`config.mk`:
```
export PLATFORM = sky130hd
export DESIGN_NAME = bit_stuffing_serial_tx_core
export DESIGN_NICKNAME = d
export VERILOG_FILES = /design/src/rtl/bst_pkg.sv /design/src/rtl/bst_dpath.sv /design/src/rtl/bst_ctrl.sv /design/src/rtl/bit_stuffing_serial_tx_core.sv
export VERILOG_INCLUDE_DIRS = /design/src /design/src/rtl
export SDC_FILE = /design/constraint.sdc
export NUM_CORES = 1
export LEC_CHECK = 0
export BUFFER_PORTS_ARGS = -buffer_cell sky130_fd_sc_hd__buf_2
export CAP_MARGIN = 0
export CORE_MARGIN = 8
export CORE_UTILIZATION = 55
export DETAILED_ROUTE_END_ITERATION = 8
export GPL_ROUTABILITY_DRIVEN = 0
export MAX_ROUTING_LAYER = met4
export PLACE_DENSITY_LB_ADDON = 0.05
export RECOVER_POWER = 25
export SYNTH_ARGS = -nofsm -noshare
export SYNTH_HDL_FRONTEND = slang
export SYNTH_SLANG_ARGS = --single-unit
```
`constraint.sdc`:
```
create_clock -name clk_i -period 3.7 [get_ports clk_i]
set_input_delay 0.185 -clock clk_i [delete_from_list [all_inputs] [get_ports clk_i]]
set_output_delay 0.185 -clock clk_i [all_outputs]
set_load 0.05 [all_outputs]
```
`src/rtl/bit_stuffing_serial_tx_core_macros.svh`:
```
// Assertion helpers shared by the transmitter modules.
// Both macros expect clk_i and rst_ni to exist in the module that uses them.
`ifndef BIT_STUFFING_SERIAL_TX_CORE_MACROS_SVH
`define BIT_STUFFING_SERIAL_TX_CORE_MACROS_SVH

// Same-cycle implication, checked outside reset.
`define BST_ASSERT_NOW(lbl, ante, cons) \
  lbl: assert property (@(posedge clk_i) disable iff (!rst_ni) (ante) |-> (cons)) \
    else $error("bst assertion failed: same-cycle check");

// Next-cycle implication, checked outside reset.
`define BST_ASSERT_NEXT(lbl, ante, cons) \
  lbl: assert property (@(posedge clk_i) disable iff (!rst_ni) (ante) |=> (cons)) \
    else $error("bst assertion failed: next-cycle check");

`endif

```
`src/rtl/bst_pkg.sv`:
```
package bst_pkg;

  // Run length of consecutive ones that triggers a stuffed zero (1 to 7).
  localparam int unsigned STUFF_RUN     = 5;
  // Upper bound on line bits produced by one input byte.
  localparam int unsigned MAX_RESULTS   = 10;
  localparam int unsigned BITS_PER_BYTE = 8;

  localparam int unsigned RUN_W = 3;
  localparam int unsigned CNT_W = $clog2(MAX_RESULTS + 2);
  localparam int unsigned BIT_W = $clog2(BITS_PER_BYTE + 1);

  // Input beat.
  typedef struct packed {
    logic [7:0] data_byte;
    logic       first_byte;
    logic       last_byte;
  } bst_in_t;

  // Output beat, one per line bit.
  typedef struct packed {
    logic line_bit;
    logic stuffed;
    logic item_done;
    logic packet_done;
  } bst_out_t;

  // Sequencer states.
  typedef enum logic [1:0] {
    ST_IDLE,
    ST_START,
    ST_DATA,
    ST_STUFF
  } bst_state_e;

  // Commands from the controller to the datapath.
  typedef struct packed {
    logic load;
    logic step_start;
    logic step_data;
    logic step_stuff;
  } bst_cmd_t;

  // Status from the datapath to the controller.
  typedef struct packed {
    logic can_step;
    logic first_in;
    logic stuff_hit;
    logic last_bit;
    logic bits_done;
  } bst_sts_t;

endpackage

```
`src/rtl/bst_dpath.sv`:
```
module bst_dpath
  import bst_pkg::*;
(
  input  logic     clk_i,
  input  logic     rst_ni,
  input  bst_in_t  in_data_i,
  input  bst_cmd_t cmd_i,
  output bst_sts_t sts_o,
  input  logic     out_ready_i,
  output logic     out_valid_o,
  output bst_out_t out_data_o
);

  `include "bit_stuffing_serial_tx_core_macros.svh"

  logic [7:0]       sh_q, sh_d;
  logic             middle_q, middle_d;
  logic             last_q, last_d;
  logic [BIT_W-1:0] bitcnt_q, bitcnt_d;
  logic [CNT_W-1:0] cnt_q, cnt_d;
  logic [RUN_W-1:0] run_q, run_d;
  bst_out_t         out_q, out_d;
  logic             out_valid_q, out_valid_d;

  logic [RUN_W-1:0] run_inc;
  logic [RUN_W-1:0] run_nx;
  logic [CNT_W-1:0] cnt_inc;
  logic             full;
  logic             stuff_hit;
  logic             last_bit;
  logic             bits_done;
  logic             stuff_follow;
  logic             emit;

  // Run tracking and per-byte position status.
  always_comb begin
    run_inc      = run_q + RUN_W'(1);
    run_nx       = sh_q[7] ? run_inc : '0;
    stuff_hit    = middle_q && (run_nx == RUN_W'(STUFF_RUN));
    cnt_inc      = cnt_q + CNT_W'(1);
    full         = (cnt_q == CNT_W'(MAX_RESULTS));
    last_bit     = (bitcnt_q == BIT_W'(BITS_PER_BYTE - 1));
    bits_done    = (bitcnt_q == BIT_W'(BITS_PER_BYTE));
    stuff_follow = stuff_hit && (cnt_inc < CNT_W'(MAX_RESULTS));
    emit         = (cmd_i.step_start || cmd_i.step_data || cmd_i.step_stuff) && !full;
  end

  assign sts_o.can_step  = !out_valid_q || out_ready_i || full;
  assign sts_o.first_in  = in_data_i.first_byte;
  assign sts_o.stuff_hit = stuff_hit;
  assign sts_o.last_bit  = last_bit;
  assign sts_o.bits_done = bits_done;

  // Next values of the working registers and the output beat.
  always_comb begin
    sh_d        = sh_q;
    middle_d    = middle_q;
    last_d      = last_q;
    bitcnt_d    = bitcnt_q;
    cnt_d       = cnt_q;
    run_d       = run_q;
    out_d       = out_q;
    out_valid_d = out_valid_q && !out_ready_i;

    if (cmd_i.load) begin
      sh_d     = in_data_i.data_byte;
      middle_d = !in_data_i.first_byte && !in_data_i.last_byte;
      last_d   = in_data_i.last_byte;
      bitcnt_d = '0;
      cnt_d    = '0;
      if (in_data_i.first_byte) begin
        run_d = '0;
      end
    end

    if (cmd_i.step_data) begin
      sh_d     = {sh_q[6:0], 1'b0};
      bitcnt_d = bitcnt_q + BIT_W'(1);
      if (middle_q) begin
        run_d = stuff_hit ? '0 : run_nx;
      end
    end

    if (emit) begin
      cnt_d       = cnt_inc;
      out_valid_d = 1'b1;
      if (cmd_i.step_start) begin
        out_d.line_bit  = 1'b1;
        out_d.stuffed   = 1'b0;
        out_d.item_done = (cnt_inc == CNT_W'(MAX_RESULTS));
      end else if (cmd_i.step_data) begin
        out_d.line_bit  = sh_q[7];
        out_d.stuffed   = 1'b0;
        out_d.item_done = (last_bit && !stuff_follow) ||
                          (cnt_inc == CNT_W'(MAX_RESULTS));
      end else begin
        out_d.line_bit  = 1'b0;
        out_d.stuffed   = 1'b1;
        out_d.item_done = bits_done || (cnt_inc == CNT_W'(MAX_RESULTS));
      end
      out_d.packet_done = out_d.item_done && last_q;
    end
  end

  // Control registers.
  always_ff @(posedge clk_i or negedge rst_ni) begin
    if (!rst_ni) begin
      bitcnt_q    <= '0;
      cnt_q       <= '0;
      run_q       <= '0;
      out_valid_q <= 1'b0;
    end else begin
      bitcnt_q    <= bitcnt_d;
      cnt_q       <= cnt_d;
      run_q       <= run_d;
      out_valid_q <= out_valid_d;
    end
  end

  // Payload registers.
  always_ff @(posedge clk_i) begin
    sh_q     <= sh_d;
    middle_q <= middle_d;
    last_q   <= last_d;
    out_q    <= out_d;
  end

  assign out_valid_o = out_valid_q;
  assign out_data_o  = out_q;

  // A stuffed bit is always a zero, and a packet end is also a byte end.
  `BST_ASSERT_NOW(a_stuff_is_zero, out_valid_q && out_q.stuffed, !out_q.line_bit)
  `BST_ASSERT_NOW(a_pkt_ends_item, out_valid_q && out_q.packet_done, out_q.item_done)
  // The run counter is cleared whenever it reaches the stuffing length.
  `BST_ASSERT_NOW(a_run_below_limit, 1'b1, run_q < RUN_W'(STUFF_RUN))
  // No byte produces more beats than the limit.
  `BST_ASSERT_NOW(a_cnt_bounded, 1'b1, cnt_q <= CNT_W'(MAX_RESULTS))

endmodule

```
`src/rtl/bst_ctrl.sv`:
```
module bst_ctrl
  import bst_pkg::*;
(
  input  logic     clk_i,
  input  logic     rst_ni,
  input  logic     in_valid_i,
  output logic     in_ready_o,
  input  bst_sts_t sts_i,
  output bst_cmd_t cmd_o
);

  `include "bit_stuffing_serial_tx_core_macros.svh"

  bst_state_e state_q, state_d;

  // Next-state logic.
  always_comb begin
    state_d = state_q;
    unique case (state_q)
      ST_IDLE: begin
        if (in_valid_i) begin
          state_d = sts_i.first_in ? ST_START : ST_DATA;
        end
      end
      ST_START: begin
        if (sts_i.can_step) begin
          state_d = ST_DATA;
        end
      end
      ST_DATA: begin
        if (sts_i.can_step) begin
          priority if (sts_i.stuff_hit) begin
            state_d = ST_STUFF;
          end else if (sts_i.last_bit) begin
            state_d = ST_IDLE;
          end else begin
            state_d = ST_DATA;
          end
        end
      end
      ST_STUFF: begin
        if (sts_i.can_step) begin
          state_d = sts_i.bits_done ? ST_IDLE : ST_DATA;
        end
      end
      default: state_d = ST_IDLE;
    endcase
  end

  // Command outputs.
  always_comb begin
    cmd_o      = '0;
    in_ready_o = 1'b0;
    unique case (state_q)
      ST_IDLE: begin
        in_ready_o = 1'b1;
        cmd_o.load = in_valid_i;
      end
      ST_START: cmd_o.step_start = sts_i.can_step;
      ST_DATA:  cmd_o.step_data  = sts_i.can_step;
      ST_STUFF: cmd_o.step_stuff = sts_i.can_step;
      default: begin
        cmd_o      = '0;
        in_ready_o = 1'b0;
      end
    endcase
  end

  always_ff @(posedge clk_i or negedge rst_ni) begin
    if (!rst_ni) begin
      state_q <= ST_IDLE;
    end else begin
      state_q <= state_d;
    end
  end

  // An accepted byte always starts work on the next cycle.
  `BST_ASSERT_NEXT(a_load_leaves_idle, cmd_o.load, state_q != ST_IDLE)
  // A stuffed zero is entered only from a data bit; it may hold while the output stalls.
  `BST_ASSERT_NEXT(a_stuff_after_data, state_q != ST_DATA && state_q != ST_STUFF,
                   state_q != ST_STUFF)

endmodule

```
`src/rtl/bit_stuffing_serial_tx_core.sv`:
```
// The first line bit of a byte is registered at the output once the sequencer steps it out of ST_START or ST_DATA.
// Throughput: one line bit per cycle while the output is not stalled; a byte gives a start bit (first
// bytes only), eight data bits and any stuffed zeros, set by the single-bit sequencer.
// The next byte is accepted while the last bit of the previous one waits at the output.
// Reset (rst_ni low, asynchronous) returns to idle, clears the ones run and the output valid.
module bit_stuffing_serial_tx_core
  import bst_pkg::*;
(
  input  logic     clk_i,
  input  logic     rst_ni,
  input  logic     in_valid_i,
  output logic     in_ready_o,
  input  bst_in_t  in_data_i,
  output logic     out_valid_o,
  input  logic     out_ready_i,
  output bst_out_t out_data_o
);

  bst_cmd_t cmd;
  bst_sts_t sts;

  // Sequencer.
  bst_ctrl u_ctrl (
    .clk_i      (clk_i),
    .rst_ni     (rst_ni),
    .in_valid_i (in_valid_i),
    .in_ready_o (in_ready_o),
    .sts_i      (sts),
    .cmd_o      (cmd)
  );

  // Shift register, run counter and output register.
  bst_dpath u_dpath (
    .clk_i       (clk_i),
    .rst_ni      (rst_ni),
    .in_data_i   (in_data_i),
    .cmd_i       (cmd),
    .sts_o       (sts),
    .out_ready_i (out_ready_i),
    .out_valid_o (out_valid_o),
    .out_data_o  (out_data_o)
  );

endmodule

```
---- Word level (Yosys, flattened, before mapping) ----
Index checks and enable logic that the tools add are counted.
word-level totals
  memories kept ........................... 0
  bits in latches ......................... 0
  RAM bits ................................ 0
  bits in registers ....................... 28
  bits of input ports ..................... 14
  bits in read-only memories .............. 0
cells by class
  bitwise operators ....................... 0
  shifts and indexed selects .............. 0
  multiplexer cells ....................... 29
  equality and inequality tests ........... 12
  div/mod/pow operators ................... 0
  multiply operators ...................... 0
  reduce and logical (&&, ||, !) cells .... 23
  add/subtract/negate cells ............... 3
  magnitude comparators ................... 1
operators by type and width
  operator               count
  $mux W3                9
  $mux W2                8
  $mux W8                2
  $eq A4 B4 Y1 const B   3
  $mux W4                3
  $add A4 B1 Y4 const B  2
  $pmux W2 S4            1
  $logic_and A1 B1 Y1    7
  $logic_not A1 Y1       6
  $logic_or A1 B1 Y1     6
  $mux W1                6
  $ne A2 B1 Y1 const B   3
  $eq A2 B2 Y1 const B   2
  $eq A4 B3 Y1 const B   1
  $lt A4 B4 Y1 const B   1
  $reduce_and A4 Y1      1
  $reduce_bool A2 Y1     2
  $add A3 B1 Y3 const B  1
  $eq A3 B3 Y1 const B   1
  $eq A2 B1 Y1 const B   1
  $logic_not A2 Y1       1
  $ne A2 B2 Y1 const B   1

---- Depth between registers and ports, before layout ----
Gate-level depths: netlist (run 1).
  word-level depth ........................ 12
  depth in mapped cells ................... 8
  depth with buffers taken out ............ 7

---- Hierarchy ----
Synthesis (run 1) repeated with hierarchy kept, for this count alone.
unflattened totals
  cell total of the unflattened synthesis .. 137
  area total of the unflattened synthesis .. 1,519.0 µm²
by module, submodules not included
  module     instances  seq. area each (µm²)  cells an instance  area an instance (µm²)
  bst_dpath  1          710.7                 119                1,360.1
  bst_ctrl   1          50.0                  18                 158.9

---- Least setup slack after synthesis (run 1) ----
Ideal clock, no wire load.
  kind .................................... reg2reg
  from .................................... reg u_ctrl.state_q[1]
  to ...................................... reg u_dpath.bitcnt_q[2]
  stages on the path, launching flop included .. 7
  slack ................................... 1.396 ns
  arrival time ............................ 2.183 ns
  setup time .............................. 0.121 ns
  clock period less this slack ............ 2.304 ns
  path through ............................ dfrtp_1 -> buf_2 -> nor2_1 -> nand2_1 -> nand2_1 -> o21ai_0 -> a22o_1
on the way
  longest elaborated chain between the ends .. 3
RTL lines
  what                                                     line              source
  from (decl)                                              bst_ctrl.sv:14    bst_state_e state_q, state_d;
  from (signal assigned)                                   bst_ctrl.sv:73    state_q <= state_d;
  $eq A2 B2 Y1 / $logic_not A2 Y1 (equally long branches)  bst_ctrl.sv:54    unique case (state_q)
  $mux W1                                                  bst_ctrl.sv:54
  $mux W4 / $reduce_bool A2 Y1 (equally long branches)     -
  to (signal assigned)                                     bst_dpath.sv:113  bitcnt_q <= bitcnt_d;
  to (decl)                                                bst_dpath.sv:19   logic [BIT_W-1:0] bitcnt_q, bitcnt_d;
Parallel ways exist; a longest one is shown, timed or not.
A chain may end at the register's enable or synchronous reset.

---- Final worst setup path (run 1) ----
  from .................................... reg u_dpath.cnt_q[0]
  to ...................................... reg u_dpath.out_q (netlist bit u_dpath.out_data_o[0]) (data pin)
on the way
  longest elaborated chain between the ends .. 10
RTL lines
  what                     line              source
  from (decl)              bst_dpath.sv:20   logic [CNT_W-1:0] cnt_q, cnt_d;
  from (signal assigned)   bst_dpath.sv:114  cnt_q <= cnt_d;
  $add A4 B1 Y4            bst_dpath.sv:40   cnt_inc = cnt_q + CNT_W'(1);
  $lt A4 B4 Y1             bst_dpath.sv:44   stuff_follow = stuff_hit && (cnt_inc < CNT_W'(MAX_RESULTS));
  $logic_and A1 B1 Y1      bst_dpath.sv:44
  $logic_not A1 Y1         bst_dpath.sv:94   out_d.item_done = (last_bit && !stuff_follow) ||
  $logic_and A1 B1 Y1      bst_dpath.sv:94
  $logic_or A1 B1 Y1       bst_dpath.sv:94
  $mux W3                  bst_dpath.sv:91   end else if (cmd_i.step_data) begin
  $mux W3 (*)              bst_dpath.sv:87   if (cmd_i.step_start) begin
  $mux W3 (*)              bst_dpath.sv:84   if (emit) begin
  $logic_and A1 B1 Y1 (*)  bst_dpath.sv:101  out_d.packet_done = out_d.item_done && last_q;
  to (signal assigned)     bst_dpath.sv:125  out_q <= out_d;
  to (decl)                bst_dpath.sv:22   bst_out_t out_q, out_d;
Every way passes the cells marked *; elsewhere a longest branch is shown, timed or not. The select of a mux whose other input is x is not followed.

==> impl_metrics.sql, run 1 <==
INSERT INTO impl_metrics (metric_group, metric, value, unit) VALUES
('critical_path', 'crit_type', 'register to register', ''),
('sta', 'skew', '0.00648', 'ns'),
('floorplan', 'core.rowCount', '19', ''),
('floorplan', 'floorplan.die.height', '68.1', 'um'),
('global_routing', 'grt_util_all_layers', '13.7', '%'),
('critical_path', 'path_cells', 'inv_1 -> ha_1 -> and3b_1 -> o21ai_0 -> nor2_1 -> o21ai_0 -> o21ai_0', ''),
('drt', 'ant_nets', '0', ''),
('drt', 'postRouteWirelength', '2.88', 'mm'),
('sta', 'period_needed', '2.24', 'ns'),
('critical_path', 'critPathSlowestCell', 'nor2_1', ''),
('synth', 'synth-edff-count', '13', ''),
('synth', 'synth-main-ff-cell', 'dfrtp_1', ''),
('critical_path', 'start_kind', 'register', ''),
('run_status', 'outcome', 'complete, no violations', ''),
('drt', 'avgViaCountPerCell', '5.72', ''),
('global_routing', 'overflow', '0', ''),
('sta', 'final-hold-violation-count', '0', ''),
('sta', 'setup_total_negative_slack', '0', 'ns'),
('synth', 'ys_async_sr_fraction', '50.0', '%'),
('synth', 'synth.ff_latch_count', '28', ''),
('sta', 'finalMaxSlewViolations', '0', ''),
('min_path', 'hold_class', 'input pin to register', ''),
('global_routing', 'first_pass_grt_wire_length', '4.77', 'mm'),
('cells_and_area', 'finalNetCount', '183', ''),
('floorplan', 'fp.dieArea', '4630', 'sq um'),
('floorplan', 'die_x', '68.1', 'um'),
('critical_path', 'timing.critical_path.fanout_max', '13', ''),
('clock_tree', 'cts_setup_buffers', '0', ''),
('clock_tree', 'tritoncts_num_sinks', '28', ''),
('drt', 'drt_iter0_drc', '60', ''),
('sta', 'max-slew-margin-rel', '46.1', '%'),
('synth', 'synth-seq-area-share', '51.0', '%'),
('floorplan', 'core_area', '2660', 'sq um'),
('cells_and_area', 'multiInputGateArea', '657', 'sq um'),
('critical_path', 'critical_path_required', '3.88', 'ns'),
('clock_tree', 'clkTransAtPathRegs', '0.15', 'ns'),
('synth', 'synth_cell_type_count', '39', ''),
('clock_tree', 'max-clock-path-buffers', '2', ''),
('global_routing', 'antenna_found_initial', '0', ''),
('clock_tree', 'cts_resized', '0', ''),
('global_routing', 'grt_start_max_net_pins', '16', ''),
('cells_and_area', 'share_of_final_layout_standard_cells_stronger_than_drive_strength_1', '15.4', '%'),
('cells_and_area', 'ff_latch_area', '761', 'sq um'),
('sta', 'setup_violations', '0', ''),
('cells_and_area', 'finish.utilization', '60.7', '%'),
('critical_path', 'critical-path-top-cell-by-count', 'o21ai_0', ''),
('critical_path', 'worst_setup_path_end_kind', 'register', ''),
('flow_run', 'timing.max_cap.violations', '0', ''),
('cells_and_area', 'final.fill_count', '236', ''),
('synth', 'post_synth_instance_area', '1490', 'sq um'),
('placed_design', 'place.detailed.hpwl', '2.18', 'mm'),
('synth', 'synth.net_count', '164', ''),
('sta', 'max_clock_freq', '447', 'MHz'),
('cells_and_area', 'syn_to_final_growth', '8.31', '%'),
('cells_and_area', 'antennaDiodeCount', '0', ''),
('global_routing', 'first_global_vias', '1042', ''),
('power', 'power_density', '821', 'nW/um^2'),
('critical_path', 'worstPathArrival', '2.41', 'ns'),
('clock_tree', 'cts_root_buffer', 'clkbuf_4', ''),
('sta', 'grt_setup_unrepaired', 'false', ''),
('clock_tree', 'worst_skew_pair.late_latency', '0.32', 'ns'),
('floorplan', 'number_of_top_level_pins', '20', ''),
('clock_tree', 'htree_levels', '1', ''),
('clock_tree', 'tritoncts_clock_tree', 'done', ''),
('power', 'irDropWorstVdd', '615', 'uV'),
('synth', 'synth_area_per_cell', '10.4', 'sq um'),
('synth', 'synth_cells', '144', ''),
('placed_design', 'port-buffer-count', '19', ''),
('floorplan', 'start_util', '56.0', '%'),
('drt', 'wire_per_inst', '14.9', 'um'),
('drt', 'drc', '0', ''),
('power', 'total_leakage_power', '0.000719', 'uW'),
('sta', 'min_period_over_period', '60.5', '%'),
('sta', 'tightestPinTransition', '0.806', 'ns'),
('clock_tree', 'cts-buffers-inserted', '3', ''),
('drt', 'drt-pass1-iter-count', '6', ''),
('cells_and_area', 'top_library_cells_by_usage_in_the_layout_fill_and_taps_aside', 'nand2_1, buf_2, dfrtp_1', ''),
('synth', 'yosys_warnings', '0', ''),
('critical_path', 'cpPeakStageDelay', '0.64', 'ns'),
('drt', 'routed-via-count', '1103', '');
==> flip-flops by register name, summed over array words and instances (netlist names) <==
signal	flops
u_ctrl.state_q	2
u_dpath.bitcnt_q	4
u_dpath.cnt_q	4
u_dpath.last_q	1
u_dpath.middle_q	1
u_dpath.out_data_o	4
u_dpath.out_valid_o	1
u_dpath.run_q	3
u_dpath.sh_q	8
==> area by class of cell <==
cell class	instances	share of cell area, %
Multi-Input combinational cell	102	40.7
Timing Repair Buffer	20	6.35
Tap cell	31	2.40
Inverter	8	1.86
Clock buffer	3	1.39
Sequential cell	28	47.1
Clock inverter	1	0.232
==> metrics by stage <==
step	setup slack [ns]	instance area, sq um	total power [uW]	cells	hold slack [ns]
after detailed placement	1.51	1580	1210	188	0.109
after global placement	1.55	1580	1180	188	0.105
after floorplan	1.40	1490	1090	144	-0.111
final	1.46	1620	1330	193	0.0508
after CTS	1.44	1620	1340	193	0.0391
after global routing	1.19	1620	1430	193	0.0283
==> Yosys cell counts (3+ instances only) <==
library cell | number | share of area, %
a21oi_1 | 7 | 2.3
a22o_1 | 8 | 4.7
dfrtp_1 | 14 | 23
edfxtp_1 | 13 | 26
ha_1 | 6 | 5.0
inv_1 | 7 | 1.8
nand2_1 | 17 | 4.3
nand3_1 | 6 | 2.0
nor2_1 | 10 | 2.5
nor2b_1 | 5 | 2.1
o21ai_0 | 11 | 3.7
o21ai_1 | 3 | 1.0
o31ai_1 | 3 | 1.5
==> cells by family (layout without fill, tap and decap cells) <==
kind of cell | Yosys count | in the layout | synth area share, %
xor gates and xnor gates | 3 | 3 | 1.76
DFF | 28 | 28 | 51.0
buffers and inverters | 14 | 32 | 4.95
and+or+nand+nor | 50 | 50 | 17.7
AOI/OAI and AO/OA | 42 | 42 | 18.9
muxes | 1 | 1 | 0.671
adders and majority gates | 6 | 6 | 5.03
==> worst paths after layout <==
check / from / end / slack (ns) / cells after the start
worst max-delay path: u_dpath.cnt_q[0] / u_dpath.out_data_o[0] / 1.46 / 7
worst min-delay path: in_data_i[0] / u_dpath.last_q / 0.05 / 1
worst max register to register: u_dpath.cnt_q[0] / u_dpath.out_data_o[0] / 1.46 / 7
worst min register to register: u_dpath.sh_q[0] / u_dpath.sh_q[0] / 0.48 / 2
max in group asynchronous: rst_ni / u_dpath.cnt_q[3] / 2.77 / 2
min in group asynchronous: rst_ni / u_dpath.run_q[1] / 0.44 / 2
==> where the power goes <==
group | switching, uW | total, uW | internal [uW]
sequential | 105 | 590 | 485
clock | 87.9 | 127 | 39.5
combinational | 394 | 609 | 215
==> critical path, delay by kind of cell, from the launching register on <==
| family | cells | cell delay, ns |
|---|---|---|
| simple gates | 2 | 0.86 |
| buf+inv | 1 | 0.10 |
| compound gates | 3 | 0.48 |
| flops | 1 | 0.49 |
| fa+ha+maj | 1 | 0.16 |
==> routing by layer <==
metal | wire (um) | vias up | share of wire (%) | track usage [%]
met5 | 0 | - | 0 | -
met4 | 10 | 0 | 0.35 | 3.84
met3 | 171 | 2 | 5.9 | 2.29
met2 | 1410 | 32 | 49 | 21.8
met1 | 1290 | 509 | 45 | 17.5
li1 | - | 560 | - | -
==> repair_timing <==
item,4_1_cts,5_1_grt
endpoints found under the setup margin,0,0
hold buffers,1,0
hold endpoints to repair,14,0
Power figures use the tool's default switching activity.
==> inputs of run 2 (changes only) <==
--- a/config.mk
+++ b/config.mk
@@ -6,10 +6,11 @@
 export SDC_FILE = /design/constraint.sdc
 export NUM_CORES = 1
 export LEC_CHECK = 0
+export ABC_AREA = 1
 export BUFFER_PORTS_ARGS = -buffer_cell sky130_fd_sc_hd__buf_2
 export CAP_MARGIN = 0
 export CORE_MARGIN = 8
-export CORE_UTILIZATION = 55
+export CORE_UTILIZATION = 50
 export DETAILED_ROUTE_END_ITERATION = 8
 export GPL_ROUTABILITY_DRIVEN = 0
 export MAX_ROUTING_LAYER = met4
==> constraint.sdc (replaced) <==
create_clock -name clk_i -period 2 [get_ports clk_i]
set_input_delay 0.1 -clock clk_i [delete_from_list [all_inputs] [get_ports clk_i]]
set_output_delay 0.1 -clock clk_i [all_outputs]
set_load 0.05 [all_outputs]
==> impl_metrics.sql, run 2 <==
INSERT INTO impl_metrics (metric_group, metric, value, unit) VALUES
('run_status', 'outcome', 'complete, no violations', ''),
('critical_path', 'worst_setup_path_end_kind', 'register', ''),
('sta', 'whs', '0.0183', 'ns'),
('drt', 'ant_nets', '0', ''),
('power', 'power.share.combinational', '45.9', '%'),
('global_routing', 'antenna_found_initial', '0', ''),
('floorplan', 'die_x', '69.1', 'um'),
('sta', 'finalMaxSlewViolations', '0', ''),
('sta', 'max_clock_freq', '593', 'MHz'),
('drt', 'routed-via-count', '1122', ''),
('power', 'sw_frac_of_total', '44.8', '%'),
('cells_and_area', 'finalNetCount', '205', ''),
('global_routing', 'overflow', '0', ''),
('cells_and_area', 'most_frequent_standard_cell_in_the_layout_excluding_fill_and_tap_cells', 'nand2_1', ''),
('critical_path', 'start_point_of_the_critical_path', 'u_dpath.cnt_q[0]', ''),
('synth', 'synth.ff_latch_count', '28', ''),
('power', 'total_leakage_power', '0.000805', 'uW'),
('cells_and_area', 'ff_latch_area', '761', 'sq um'),
('synth', 'synth-seq-area-share', '53.9', '%'),
('synth', 'synth-edff-count', '13', ''),
('synth', 'synth_cell_type_count', '23', ''),
('drt', 'drc', '0', ''),
('cells_and_area', 'antennaDiodeCount', '0', ''),
('drt', 'avgViaCountPerCell', '5.22', ''),
('clock_tree', 'tritoncts_clock_tree', 'done', ''),
('power', 'irDropWorstVdd', '888', 'uV'),
('flow_run', 'timing.max_cap.violations', '0', ''),
('synth', 'post-synth-top-count-cell', 'nand2_1', ''),
('clock_tree', 'max-clock-path-buffers', '2', ''),
('critical_path', 'timing.critical_path.fanout_max', '10', ''),
('global_routing', 'first_pass_grt_wire_length', '5.08', 'mm'),
('clock_tree', 'htree_levels', '1', ''),
('power', 'sequential_power_share', '40.1', '%'),
('floorplan', 'core_area', '2710', 'sq um'),
('cells_and_area', 'syn_to_final_growth', '14.5', '%'),
('power', 'p_clk_share', '14.1', '%'),
('sta', 'skew', '0.00421', 'ns'),
('sta', 'final-hold-violation-count', '0', ''),
('critical_path', 'worstPathArrival', '1.71', 'ns'),
('cells_and_area', 'largest-register', 'u_dpath.sh_q', ''),
('clock_tree', 'clkTransAtPathRegs', '0.16', 'ns'),
('global_routing', 'grt_start_max_net_pins', '17', ''),
('critical_path', 'crit_type', 'register to register', ''),
('power', 'p_sw', '1200', 'uW'),
('sta', 'tightestPinTransition', '0.798', 'ns'),
('power', 'power_density', '1660', 'nW/um^2'),
('global_routing', 'first_global_vias', '1141', ''),
('clock_tree', 'cts_setup_buffers', '0', ''),
('critical_path', 'start_kind', 'register', ''),
('drt', 'drt_iter0_drc', '68', ''),
('drt', 'drt-pass1-iter-count', '4', ''),
('cells_and_area', 'top_library_cells_by_usage_in_the_layout_fill_and_taps_aside', 'nand2_1, buf_2, inv_1', ''),
('synth', 'synth-main-ff-cell', 'dfrtp_1', ''),
('synth', 'yosys_warnings', '0', ''),
('synth', 'synth_top_area_cell', 'edfxtp_1', ''),
('synth', 'synth.net_count', '179', ''),
('placed_design', 'place.detailed.hpwl', '2.11', 'mm'),
('floorplan', 'fp.dieArea', '4780', 'sq um'),
('synth', 'post_synth_instance_area', '1410', 'sq um'),
('clock_tree', 'tritoncts_num_sinks', '28', ''),
('synth', 'ys_async_sr_fraction', '50.0', '%'),
('sta', 'setup_violations', '0', ''),
('synth', 'synth_cells', '159', ''),
('sta', 'max-slew-margin-rel', '46.8', '%'),
('min_path', 'hold_class', 'input pin to register', ''),
('floorplan', 'core.rowCount', '19', ''),
('cells_and_area', 'final.fill_count', '250', ''),
('synth', 'synth_area_leaders', 'edfxtp_1, dfrtp_1, nand2_1, ha_1, inv_1', ''),
('critical_path', 'critical_path_required', '2.02', 'ns'),
('clock_tree', 'cts-buffers-inserted', '3', ''),
('synth', 'synth.top_cell.area_share', '27.7', '%'),
('floorplan', 'start_util', '52.1', '%'),
('cells_and_area', 'multiInputGateArea', '562', 'sq um'),
('drt', 'postRouteWirelength', '2.75', 'mm'),
('critical_path', 'r2r-start', 'u_dpath.cnt_q[0]', ''),
('placed_design', 'port-buffer-count', '19', ''),
('sta', 'min_period_over_period', '84.4', '%'),
('global_routing', 'grt_util_all_layers', '12.7', '%'),
('synth', 'synth.top_cells.by_count', 'nand2_1, inv_1, dfrtp_1', ''),
('synth', 'synth_area_per_cell', '8.88', 'sq um'),
('drt', 'wire_per_inst', '12.8', 'um'),
('clock_tree', 'worst_skew_pair.late_latency', '0.33', 'ns'),
('cells_and_area', 'finish.utilization', '59.6', '%'),
('floorplan', 'number_of_top_level_pins', '20', ''),
('floorplan', 'floorplan.die.height', '69.1', 'um'),
('power', 'internal-power', '1480', 'uW'),
('power', 'post-layout-total-power', '2680', 'uW'),
('sta', 'grt_setup_unrepaired', 'false', ''),
('min_path', 'origin_of_the_worst_min_delay_path', 'in_data_i[3]', ''),
('clock_tree', 'cts_resized', '0', ''),
('sta', 'setup_total_negative_slack', '0', 'ns'),
('sta', 'period_needed', '1.69', 'ns'),
('clock_tree', 'cts_root_buffer', 'clkbuf_4', ''),
('cells_and_area', 'share_of_final_layout_standard_cells_stronger_than_drive_strength_1', '18.5', '%'),
('cells_and_area', 'largest_register_ffs', '8', '');
## run 2: area by class of cell
| type | instances | area share [%] |
|---|---|---|
| inverter | 20 | 4.80 |
| clock buffer | 3 | 1.39 |
| sequential | 28 | 47.1 |
| tap | 31 | 2.40 |
| multi-input combinational | 110 | 34.8 |
| clock inverter | 1 | 1.86 |
| timing repair buffer | 22 | 7.67 |
## run 2: metrics by stage
stage / area (sq um) / setup slack (ns) / cells
2_1_floorplan: 1410 / 0.289 / 159
3_3_place_gp: 1530 / 0.360 / 208
3_5_place_dp: 1530 / 0.310 / 208
4_1_cts: 1620 / 0.293 / 215
5_1_grt: 1620 / 0.149 / 215
6_report: 1620 / 0.312 / 215
## run 2: cell families after synthesis
logic type | synth area share [%]
flops | 53.9
xor+xnor | 1.24
fa+ha+maj | 5.32
buf+inv | 6.29
simple gates | 25.3
compound gates | 7.98
## run 2: worst max-delay path, cell delays in order (launching register included)
cell	delay [ns]
dfrtp_1	0.45
inv_1	0.10
ha_1	0.16
nand3_2	0.11
nand2_2	0.14
nand2_4	0.09
nand2_1	0.32
## run 2: layer usage
layer / up-vias / wire length, um / GRT usage [%]
met1: 519 / 1170 / 15.0
li1: 571 / - / -
met5: - / 0 / -
met2: 28 / 1410 / 20.7
met3: 4 / 137 / 2.86
met4: 0 / 27 / 4.56
## run 2: repair_timing
action / CTS / global route
hold buffers: 3 / 0
hold endpoints to repair: 16 / 0
setup endpoints to repair: 0 / 0
## run 2: path summary, 6_finish.rpt
check                           cells past startpoint  slack, ns             endpoint
worst min register to register                      2       0.54      u_dpath.sh_q[7]
worst max-delay path                                6       0.31      u_dpath.sh_q[7]
worst min-delay path                                3       0.02      u_dpath.sh_q[1]
max in group asynchronous                           2       1.17  u_dpath.bitcnt_q[3]
worst max register to register                      6       0.31      u_dpath.sh_q[7]
min in group asynchronous                           2       0.34     u_dpath.run_q[2]
## run 2: power groups by stage
stage,Sequential [uW],Combinational (uW),Clock (uW)
detailed placement,1090,1230,0
finish,1070,1230,377
CTS,1080,1240,386
global route,1110,1400,400
floorplan,1240,808,0
global placement,1080,1200,0
